<file path="src/rtl/fqv_pkg.sv">
// Shared constants, types and helper functions for the FASTQ record validator.
package fqv_pkg;

   // Line length and counter widths
   localparam int LINE_LENGTH_BITS = 16;
   localparam int COUNT_BITS       = 32;
   localparam int SUM_BITS         = ((COUNT_BITS > LINE_LENGTH_BITS) ?
                                      COUNT_BITS : LINE_LENGTH_BITS) + 1;

   localparam logic [LINE_LENGTH_BITS-1:0] LINE_MAX  = '1;
   localparam logic [COUNT_BITS-1:0]       COUNT_MAX = '1;

   // Result status codes
   localparam logic [2:0] ST_OK         = 3'd0;
   localparam logic [2:0] ST_BAD_LABEL  = 3'd1;
   localparam logic [2:0] ST_BAD_SEQ    = 3'd2;
   localparam logic [2:0] ST_BAD_SEP    = 3'd3;
   localparam logic [2:0] ST_QUAL_LEN   = 3'd4;
   localparam logic [2:0] ST_INCOMPLETE = 3'd5;

   // Record line phases
   localparam logic [1:0] PH_LABEL = 2'd0;
   localparam logic [1:0] PH_SEQ   = 2'd1;
   localparam logic [1:0] PH_SEP   = 2'd2;
   localparam logic [1:0] PH_QUAL  = 2'd3;

   // Characters of interest
   localparam logic [7:0] CHAR_LF   = 8'h0A;
   localparam logic [7:0] CHAR_AT   = 8'h40;
   localparam logic [7:0] CHAR_PLUS = 8'h2B;
   localparam logic [7:0] CHAR_UA   = 8'h41;
   localparam logic [7:0] CHAR_UC   = 8'h43;
   localparam logic [7:0] CHAR_UG   = 8'h47;
   localparam logic [7:0] CHAR_UT   = 8'h54;
   localparam logic [7:0] CHAR_LA   = 8'h61;
   localparam logic [7:0] CHAR_LC   = 8'h63;
   localparam logic [7:0] CHAR_LG   = 8'h67;
   localparam logic [7:0] CHAR_LT   = 8'h74;

   // Parser and statistics state
   typedef struct packed {
      logic [1:0]                  phase;
      logic [COUNT_BITS-1:0]       lines_done;
      logic [LINE_LENGTH_BITS-1:0] cur_len;
      logic [7:0]                  first_char;
      logic                        nuc_ok;
      logic [LINE_LENGTH_BITS-1:0] last_seq_len;
      logic [2:0]                  status;
      logic                        halted;
      logic [COUNT_BITS-1:0]       reads;
      logic [COUNT_BITS-1:0]       bases;
      logic [LINE_LENGTH_BITS-1:0] min_len;
      logic [LINE_LENGTH_BITS-1:0] max_len;
   } rec_state_type;

   function automatic logic is_base(input logic [7:0] c);
      return (c == CHAR_UA) || (c == CHAR_UC) || (c == CHAR_UG) || (c == CHAR_UT) ||
             (c == CHAR_LA) || (c == CHAR_LC) || (c == CHAR_LG) || (c == CHAR_LT);
   endfunction

   function automatic rec_state_type rec_reset();
      rec_state_type s;
      s              = '0;
      s.phase        = PH_LABEL;
      s.nuc_ok       = 1'b1;
      s.status       = ST_OK;
      s.min_len      = LINE_MAX;
      return s;
   endfunction

endpackage

</file>
<file path="src/rtl/fqv_close_line.sv">
// Line-close logic: checks the finished line against its record phase and updates statistics.
module fqv_close_line import fqv_pkg::*; (
   input  rec_state_type st,
   output rec_state_type st_closed
);

   logic [SUM_BITS-1:0] bases_sum;

   assign bases_sum = SUM_BITS'(st.bases) + SUM_BITS'(st.cur_len);

   always_comb begin
      st_closed = st;
      // check the line by its place in the record
      case (st.phase)
         PH_LABEL: begin
            if (st.first_char != CHAR_AT) begin
               st_closed.status = ST_BAD_LABEL;
               st_closed.halted = 1'b1;
            end
         end
         PH_SEQ: begin
            st_closed.last_seq_len = st.cur_len;
            if (st.nuc_ok) begin
               if (st.cur_len < st.min_len) st_closed.min_len = st.cur_len;
               if (st.cur_len > st.max_len) st_closed.max_len = st.cur_len;
               if (bases_sum > SUM_BITS'(COUNT_MAX))
                  st_closed.bases = COUNT_MAX;
               else
                  st_closed.bases = COUNT_BITS'(bases_sum);
            end else begin
               st_closed.status = ST_BAD_SEQ;
            end
         end
         PH_SEP: begin
            if (st.cur_len != LINE_LENGTH_BITS'(1) || st.first_char != CHAR_PLUS) begin
               st_closed.status = ST_BAD_SEP;
               st_closed.halted = 1'b1;
            end
         end
         default: begin
            if (st.cur_len != st.last_seq_len) begin
               st_closed.status = ST_QUAL_LEN;
               st_closed.halted = 1'b1;
            end else begin
               if (st.status == ST_OK && st.reads != COUNT_MAX)
                  st_closed.reads = st.reads + COUNT_BITS'(1);
               if (st.status == ST_BAD_SEQ)
                  st_closed.status = ST_OK;
            end
         end
      endcase
      // advance line count and phase unless halted
      if (!st_closed.halted) begin
         if (st.lines_done != COUNT_MAX)
            st_closed.lines_done = st.lines_done + COUNT_BITS'(1);
         st_closed.phase = st.phase + 2'd1;
      end
      // start a fresh line
      st_closed.cur_len    = '0;
      st_closed.first_char = '0;
      st_closed.nuc_ok     = 1'b1;
   end

endmodule

</file>
<file path="src/rtl/fastq_record_validator.sv">
// Top level of the FASTQ record validator: handshake, state and result registers.
//
// Usage: feed a FASTQ file one byte per transaction on the req_ channel
// (req_char_byte, req_end_of_input low). Lines end on newline and are
// checked as four-line records. A transaction with req_end_of_input high
// closes any partial line and produces exactly one result transaction on
// the rsp_ channel with the status, the line index or count, and the read
// statistics; the parser then returns to its reset state for a new file.
// Byte transactions produce no result.
// Throughput: one transaction per cycle, unless an end transaction waits on a
// full, stalled result register; each byte passes an input register, and the
// line and statistics update is a single pass of logic. An accepted end
// transaction passes the input register, then the result register, which drives the result.
// When rsp_stall is high, the result holds in the result register; bytes
// keep flowing, and a later end transaction waits in the input register,
// raising req_stall, until the result register frees up.
// Reset (synchronous, active high) clears the parser state, empties both
// registers and drops rsp_valid.
module fastq_record_validator import fqv_pkg::*; (
   input  logic        clock,
   input  logic        reset,
   input  logic        req_valid,
   output logic        req_stall,
   input  logic [7:0]  req_char_byte,
   input  logic        req_end_of_input,
   output logic        rsp_valid,
   input  logic        rsp_stall,
   output logic [2:0]  rsp_result_status,
   output logic [31:0] rsp_error_line,
   output logic [31:0] rsp_read_count,
   output logic [31:0] rsp_total_bases,
   output logic [15:0] rsp_shortest_read,
   output logic [15:0] rsp_longest_read
);

   logic          in_valid_ff;
   logic [7:0]    in_byte_ff;
   logic          in_eoi_ff;
   rec_state_type st_ff, st_in, st_closed, st_final;
   logic          rsp_valid_ff;
   logic [2:0]    rsp_status_ff, rsp_status_in;
   logic [31:0]   rsp_line_ff, rsp_reads_ff, rsp_bases_ff;
   logic [15:0]   rsp_short_ff, rsp_long_ff;
   logic          in_fire;
   logic          req_accept;

   fqv_close_line u_close (
      .st        (st_ff),
      .st_closed (st_closed)
   );

   // advance the input register unless an end transaction meets a full, stalled result register
   assign in_fire    = in_valid_ff && (!in_eoi_ff || !rsp_valid_ff || !rsp_stall);
   assign req_stall  = in_valid_ff && !in_fire;
   assign req_accept = req_valid && !req_stall;

   // close a partial line at end of input
   assign st_final = (!st_ff.halted && st_ff.cur_len != '0) ? st_closed : st_ff;

   // compute next parser state
   always_comb begin
      st_in = st_ff;
      if (in_fire) begin
         if (in_eoi_ff) begin
            st_in = rec_reset();
         end else if (!st_ff.halted) begin
            if (in_byte_ff == CHAR_LF) begin
               st_in = st_closed;
            end else begin
               if (st_ff.cur_len == '0) st_in.first_char = in_byte_ff;
               if (!is_base(in_byte_ff)) st_in.nuc_ok = 1'b0;
               if (st_ff.cur_len != LINE_MAX)
                  st_in.cur_len = st_ff.cur_len + LINE_LENGTH_BITS'(1);
            end
         end
      end
   end

   // report an unfinished record when nothing failed
   assign rsp_status_in = (st_final.status == ST_OK && st_final.phase != PH_LABEL) ?
                          ST_INCOMPLETE : st_final.status;

   // hold input transaction
   always_ff @(posedge clock) begin
      if (reset) begin
         in_valid_ff <= 1'b0;
      end else if (!req_stall) begin
         in_valid_ff <= req_valid;
      end
      if (req_accept) begin
         in_byte_ff <= req_char_byte;
         in_eoi_ff  <= req_end_of_input;
      end
   end

   // hold parser state
   always_ff @(posedge clock) begin
      if (reset) begin
         st_ff <= rec_reset();
      end else begin
         st_ff <= st_in;
      end
   end

   // load and drain the result register
   always_ff @(posedge clock) begin
      if (reset) begin
         rsp_valid_ff <= 1'b0;
      end else if (in_fire && in_eoi_ff) begin
         rsp_valid_ff <= 1'b1;
      end else if (!rsp_stall) begin
         rsp_valid_ff <= 1'b0;
      end
      if (in_fire && in_eoi_ff) begin
         rsp_status_ff <= rsp_status_in;
         rsp_line_ff   <= 32'(st_final.lines_done);
         rsp_reads_ff  <= 32'(st_final.reads);
         rsp_bases_ff  <= 32'(st_final.bases);
         rsp_short_ff  <= 16'(st_final.min_len);
         rsp_long_ff   <= 16'(st_final.max_len);
      end
   end

   assign rsp_valid         = rsp_valid_ff;
   assign rsp_result_status = rsp_status_ff;
   assign rsp_error_line    = rsp_line_ff;
   assign rsp_read_count    = rsp_reads_ff;
   assign rsp_total_bases   = rsp_bases_ff;
   assign rsp_shortest_read = rsp_short_ff;
   assign rsp_longest_read  = rsp_long_ff;

`ifndef SYNTH
   a_halt_has_code: assert property (@(posedge clock) disable iff (reset)
      st_ff.halted |-> st_ff.status != ST_OK)
      else $error("halted without an error code");

   a_empty_no_stall: assert property (@(posedge clock) disable iff (reset)
      !in_valid_ff |-> !req_stall)
      else $error("stall raised with an empty input register");

   a_report_resets: assert property (@(posedge clock) disable iff (reset)
      (in_fire && in_eoi_ff) |=> (st_ff.phase == PH_LABEL && st_ff.lines_done == '0 &&
                                  !st_ff.halted && rsp_valid_ff))
      else $error("state not cleared after a report");

   a_status_range: assert property (@(posedge clock) disable iff (reset)
      rsp_valid_ff |-> rsp_status_ff <= ST_INCOMPLETE)
      else $error("result status out of range");

   a_min_max: assert property (@(posedge clock) disable iff (reset)
      (st_ff.min_len != LINE_MAX) |-> st_ff.min_len <= st_ff.max_len)
      else $error("shortest read exceeds longest read");
`endif

endmodule
</file>
<file path="config.mk">
export PLATFORM = sky130hd
export DESIGN_NAME = fastq_record_validator
export DESIGN_NICKNAME = d
export VERILOG_FILES = /design/src/rtl/fqv_pkg.sv /design/src/rtl/fqv_close_line.sv /design/src/rtl/fastq_record_validator.sv
export SDC_FILE = /design/constraint.sdc
export NUM_CORES = 1
export LEC_CHECK = 0
export ABC_AREA = 1
export BUFFER_PORTS_ARGS = -buffer_cell sky130_fd_sc_hd__buf_2
export CORE_MARGIN = 1
export CORE_UTILIZATION = 62
export DETAILED_ROUTE_END_ITERATION = 6
export PLACE_DENSITY_LB_ADDON = 0.3
export SLEW_MARGIN = 0
export SYNTH_ARGS = -nofsm -noshare
export SYNTH_HDL_FRONTEND = slang
export SYNTH_HIERARCHICAL = 1
export SYNTH_SLANG_ARGS = --single-unit
</file>
<file path="constraint.sdc">
create_clock -name clock -period 4.65 [get_ports clock]
set_input_delay 0.93 -clock clock [delete_from_list [all_inputs] [get_ports clock]]
set_output_delay 0.93 -clock clock [all_outputs]
set_load 0.02 [all_outputs]
</file>
Word level (Yosys, flattened, before mapping). Cells that the tools add are included.

Register bits after elaboration: 317. Output and inout bits: 133. Bits of input ports: 13. Word-level logic and storage cells: 119.

Mux-type cells: 30. Equal/unequal tests: 22. Order comparisons: 3. Reduce and logical (&&, ||, !) cells: 37. $add $sub $neg: 5.

Operators by type and width (number): $mux W175 (3); $mux W32 (5); $mux W64 (2); $mux W116 (1); $mux W34 (2); $add A32 B1 Y32 const B (2); $eq A8 B7 Y1 const B (8); $mux W16 (4); $ne A32 B32 Y1 const B (2); $add A32 B16 Y33 (1); $gt A33 B32 Y1 const B (1); $mux W25 (1); $add A16 B1 Y16 const B (1); $gt A16 B16 Y1 (1); $logic_not A16 Y1 (1); $lt A16 B16 Y1 (1); $ne A16 B1 Y1 const B (1); $ne A16 B16 Y1 (1); $ne A16 B16 Y1 const B (1); $reduce_bool A16 Y1 (1); $reduce_and A3 Y1 (4); $logic_or A1 B1 Y1 (10); $mux W3 (3); $pmux W3 S3 (1); 21 further kinds (39).

Logic depth before layout (Yosys ltp).
Word-level depth: 12. Depth in mapped cells: 18. Mapped depth without buffers: 17.

Hierarchy. Netlist, hierarchy kept.

By module, submodules not included: fastq_record_validator (cells each 1512, times used 1, area an instance 13444.1 um^2, sequential area each 7747.4 um^2); fqv_close_line (cells each 1482, times used 1, area an instance 7156.9 um^2, sequential area each 0.0 um^2).

Worst setup path after synthesis. No wires, ideal clock.

Kind: input-to-reg. From: input port rsp_stall. To: register rsp_line_ff[0] (netlist: rsp_error_line[0]) (enable). Required time: 4.164 ns. Data arrival time: 3.817 ns. Stages on the path: 5. Slack: 0.347 ns. Cell sequence: nand3_1 -> nand2_1 -> inv_1 -> nand2_1 -> inv_1.

Word-level cells in the longest chain between the ends: 4.

Ends and longest elaborated chain: start: declaration (RTL line fastq_record_validator.sv:27) `input logic rsp_stall,`; $logic_not A1 Y1; $logic_or A1 B1 Y1 (RTL line fastq_record_validator.sv:53) `assign in_fire = in_valid_ff && (!in_eoi_ff || !rsp_valid_ff || !rsp_stall);`; $logic_and A1 B1 Y1 (RTL line fastq_record_validator.sv:53); $logic_and A1 B1 Y1 (RTL line fastq_record_validator.sv:114) `if (in_fire && in_eoi_ff) begin`; end signal: assignment (RTL line fastq_record_validator.sv:116) `rsp_line_ff <= 32'(st_final.lines_done);`; end: declaration (RTL line fastq_record_validator.sv:42) `logic [31:0] rsp_line_ff, rsp_reads_ff, rsp_bases_ff;`.

No other way between the ends. A chain may end at the register's enable or synchronous reset.

==> reports/summary.txt <==
Sequential share of the synthesized area: 0.376
Post-synthesis cell type count: 56
Syn_area_per_cell: 6.88 sq um
Syn Inst Count: 2994
Layout area overhead: 8.92%
Top_reg_cell synth: dfxtp_1
Clock tree from TritonCTS: yes
Kind of start point of the critical path: flip-flop
Asr flop ratio synth: 0
Crit path kind: flip-flop to flip-flop
Fin. Hold Viols: 0
# DRC: 0
Postcts setup bufs: 0
Post_cts resized: 0
Yosys top cell by area: edfxtp_1
CTS Buffer Depth: 3
CORE AREA: 32600 sq um
Slew headroom: 0.177
RSZ-0062 raised after global routing: no
Die width: 184 microns
Routed Antenna Nets: 0
Die area: 34000 sq um
Hold buffers post-CTS: 0
DP HPWL: 37000 microns
Setup Viol. Count Final: 0
Reg clk slew, reported paths: 60 ps
Root Buffer: clkbuf_16
Clk_skew: 11.4 ps
Multi-input logic area: 11000 sq um
Setup TNS: 0 ps
Peak supply drop: 0.294 mV
Routed len/inst: 16.1 microns
Vias in the first global route: 18600
Die H: 184 microns
Grt total ovfl: 0
Via count: 20400
Power Density: 287 nW/um^2
Drt first pass iters: 6
Reg area: 7750 sq um
Hold Slack: 502 ps
All-Layer GR Usage: 0.332
Slew Limit Fails: 0
HP Start: st_ff[14]
FF-to-FF Start: st_ff[140]
Cell area after synthesis: 20600 sq um
Pwr Total: 6.44 mW
Yosys reg bits: 317
Largest net degree at the start of global routing: 148
MaxCap Viol Count: 0
Worst EP arrival: 3980 ps
CP max FO: 20
Min cycle time layout: 3630 ps
Drt via density: 5.83
EDFF count, synth: 140
Endpoint type of the worst setup path: flip-flop
IO buf count: 145
Slew @ Worst Pin: 1230 ps
First-pass GRT wire length: 92300 microns
Dpl ws: 1180 ps
Core Util, Final: 0.688
First-iteration detailed-routing DRC count: 2017
CTS Buf Count: 35
Sink Count: 317
Synth top area cells: edfxtp_1 20%, nand2_1 18%, dfxtp_1 17%
Synth top area share: 0.204
GPL Wtd Cong: 0.991
I/O pin count: 146
Share of cells above drive strength 1: 0.106
CP required: 4990 ps
Total routed wirelength: 56600 microns
Commonest non-fill, non-tap cell in the layout: nand2_1
Maximum clock frequency: 275 MHz
Hold crit path type: flip-flop to flip-flop
Final WS setup: 1020 ps
Initial antenna violation count: 0
Outcome: finished clean
Initial core utilization: 0.632
Period utilization: 0.781
Site Rows: 66
Layout Nets: 3110
Ys Warns: 6
Ant diodes: 0
Latest clock arrival within the worst-skew pair: 520 ps
Setup crit start: st_ff[140]
Commonest non-fill, non-tap cells in the layout: 1012 x nand2_1, 239 x nor2_1, 232 x inv_1
H-tree level count: 2
Leak: 9.58 nW
Fillers: 2762
## flip-flops by register name (all words and copies together), names as in the netlist
signal             count
st_ff                175
rsp_error_line        32
rsp_read_count        32
rsp_total_bases       32
rsp_longest_read      16
rsp_shortest_read     16
in_byte_ff             8
rsp_result_status      3
in_eoi_ff              1
in_valid_ff            1
rsp_valid              1
## cells in the mapped netlist (2+ instances only)
master       n
o22ai_1      2
or2_1        4
nor3_1      75
nand3b_1    15
conb_1       2
buf_4       45
nand4_1     89
a211oi_1     2
inv_2       18
nor2_4       7
o21ai_1     19
mux2_2      28
dfxtp_1    177
edfxtp_1   140
o211ai_1     3
a21o_1       2
buf_1        2
xnor2_1     27
nand2_1   1013
nand3_4      2
inv_1      234
mux2_1       4
buf_2       48
a21oi_1    190
xor2_1      21
nor4_1       3
or2_2       18
nor2_1     240
a21oi_2     11
buf_6        4
ha_1        55
a31oi_1     48
nand3_1    199
nand2_2      7
o21bai_1     5
o21a_1       4
o21ai_0    131
clkbuf_1    82
## area by class of cell
class / instances / share of cell area
multi-input combinational: 2262 / 0.492
sequential: 317 / 0.345
clock buffer: 56 / 0.0485
inverter: 254 / 0.0429
timing repair buffer: 171 / 0.0417
tap: 442 / 0.0246
clock inverter: 7 / 0.00496
## report_power, final
group / switching, mW / total (mW) / internal (mW)
sequential: 0.0608 / 3.03 / 2.97
combinational: 0.375 / 0.512 / 0.138
clock: 1.13 / 2.90 / 1.77
## critical path, cell delays in order, from the launching register on
cell and delay [ps]:
dfxtp_1 710, ha_1 240, nand2_1 80, inv_1 70, nand3_1 90, nor3_1 210, inv_1 70, o21ai_1 640
nand2_1 680, o21ai_1 380, inv_1 60, o21ai_0 220
## metrics by stage
stage	std cells	area [sq um]
floorplan	3017	20700
global placement	3446	21200
detailed placement	3446	21200
CTS	3509	22400
global route	3509	22400
finish	3509	22400
## layer usage
| layer | vias up | GRT usage | routed length, microns |
|---|---|---|---|
| met4 | 0 | 0.121 | 1760 |
| met1 | 9464 | 0.448 | 24400 |
| li1 | 9927 | - | - |
| met3 | 132 | 0.0415 | 4360 |
| met5 | - | 0 | 0 |
| met2 | 922 | 0.546 | 26100 |
## logic make-up (layout without fill, tap and decap cells)
group,Yosys count,count (layout),synth area share
AO/OA/AOI/OAI,422,422,0.111
flip-flops,317,317,0.376
buffers and inverters,438,488,0.0933
AND/OR/NAND/NOR,1678,1678,0.346
other,2,25,0.000365
multiplexers,32,32,0.0175
adder cells (fa/ha/maj),56,56,0.0344
XOR/XNOR,49,49,0.0212
## path summary, 6_finish.rpt
kind | end | slack, ps | depth (start not counted)
worst min register to register | st_ff[14] | 500 | 2
worst min-delay path | st_ff[14] | 500 | 2
worst max-delay path | rsp_longest_read[9] | 1020 | 11
worst max register to register | rsp_longest_read[9] | 1020 | 11
Note: power is estimated with default switching activity, not from simulation.
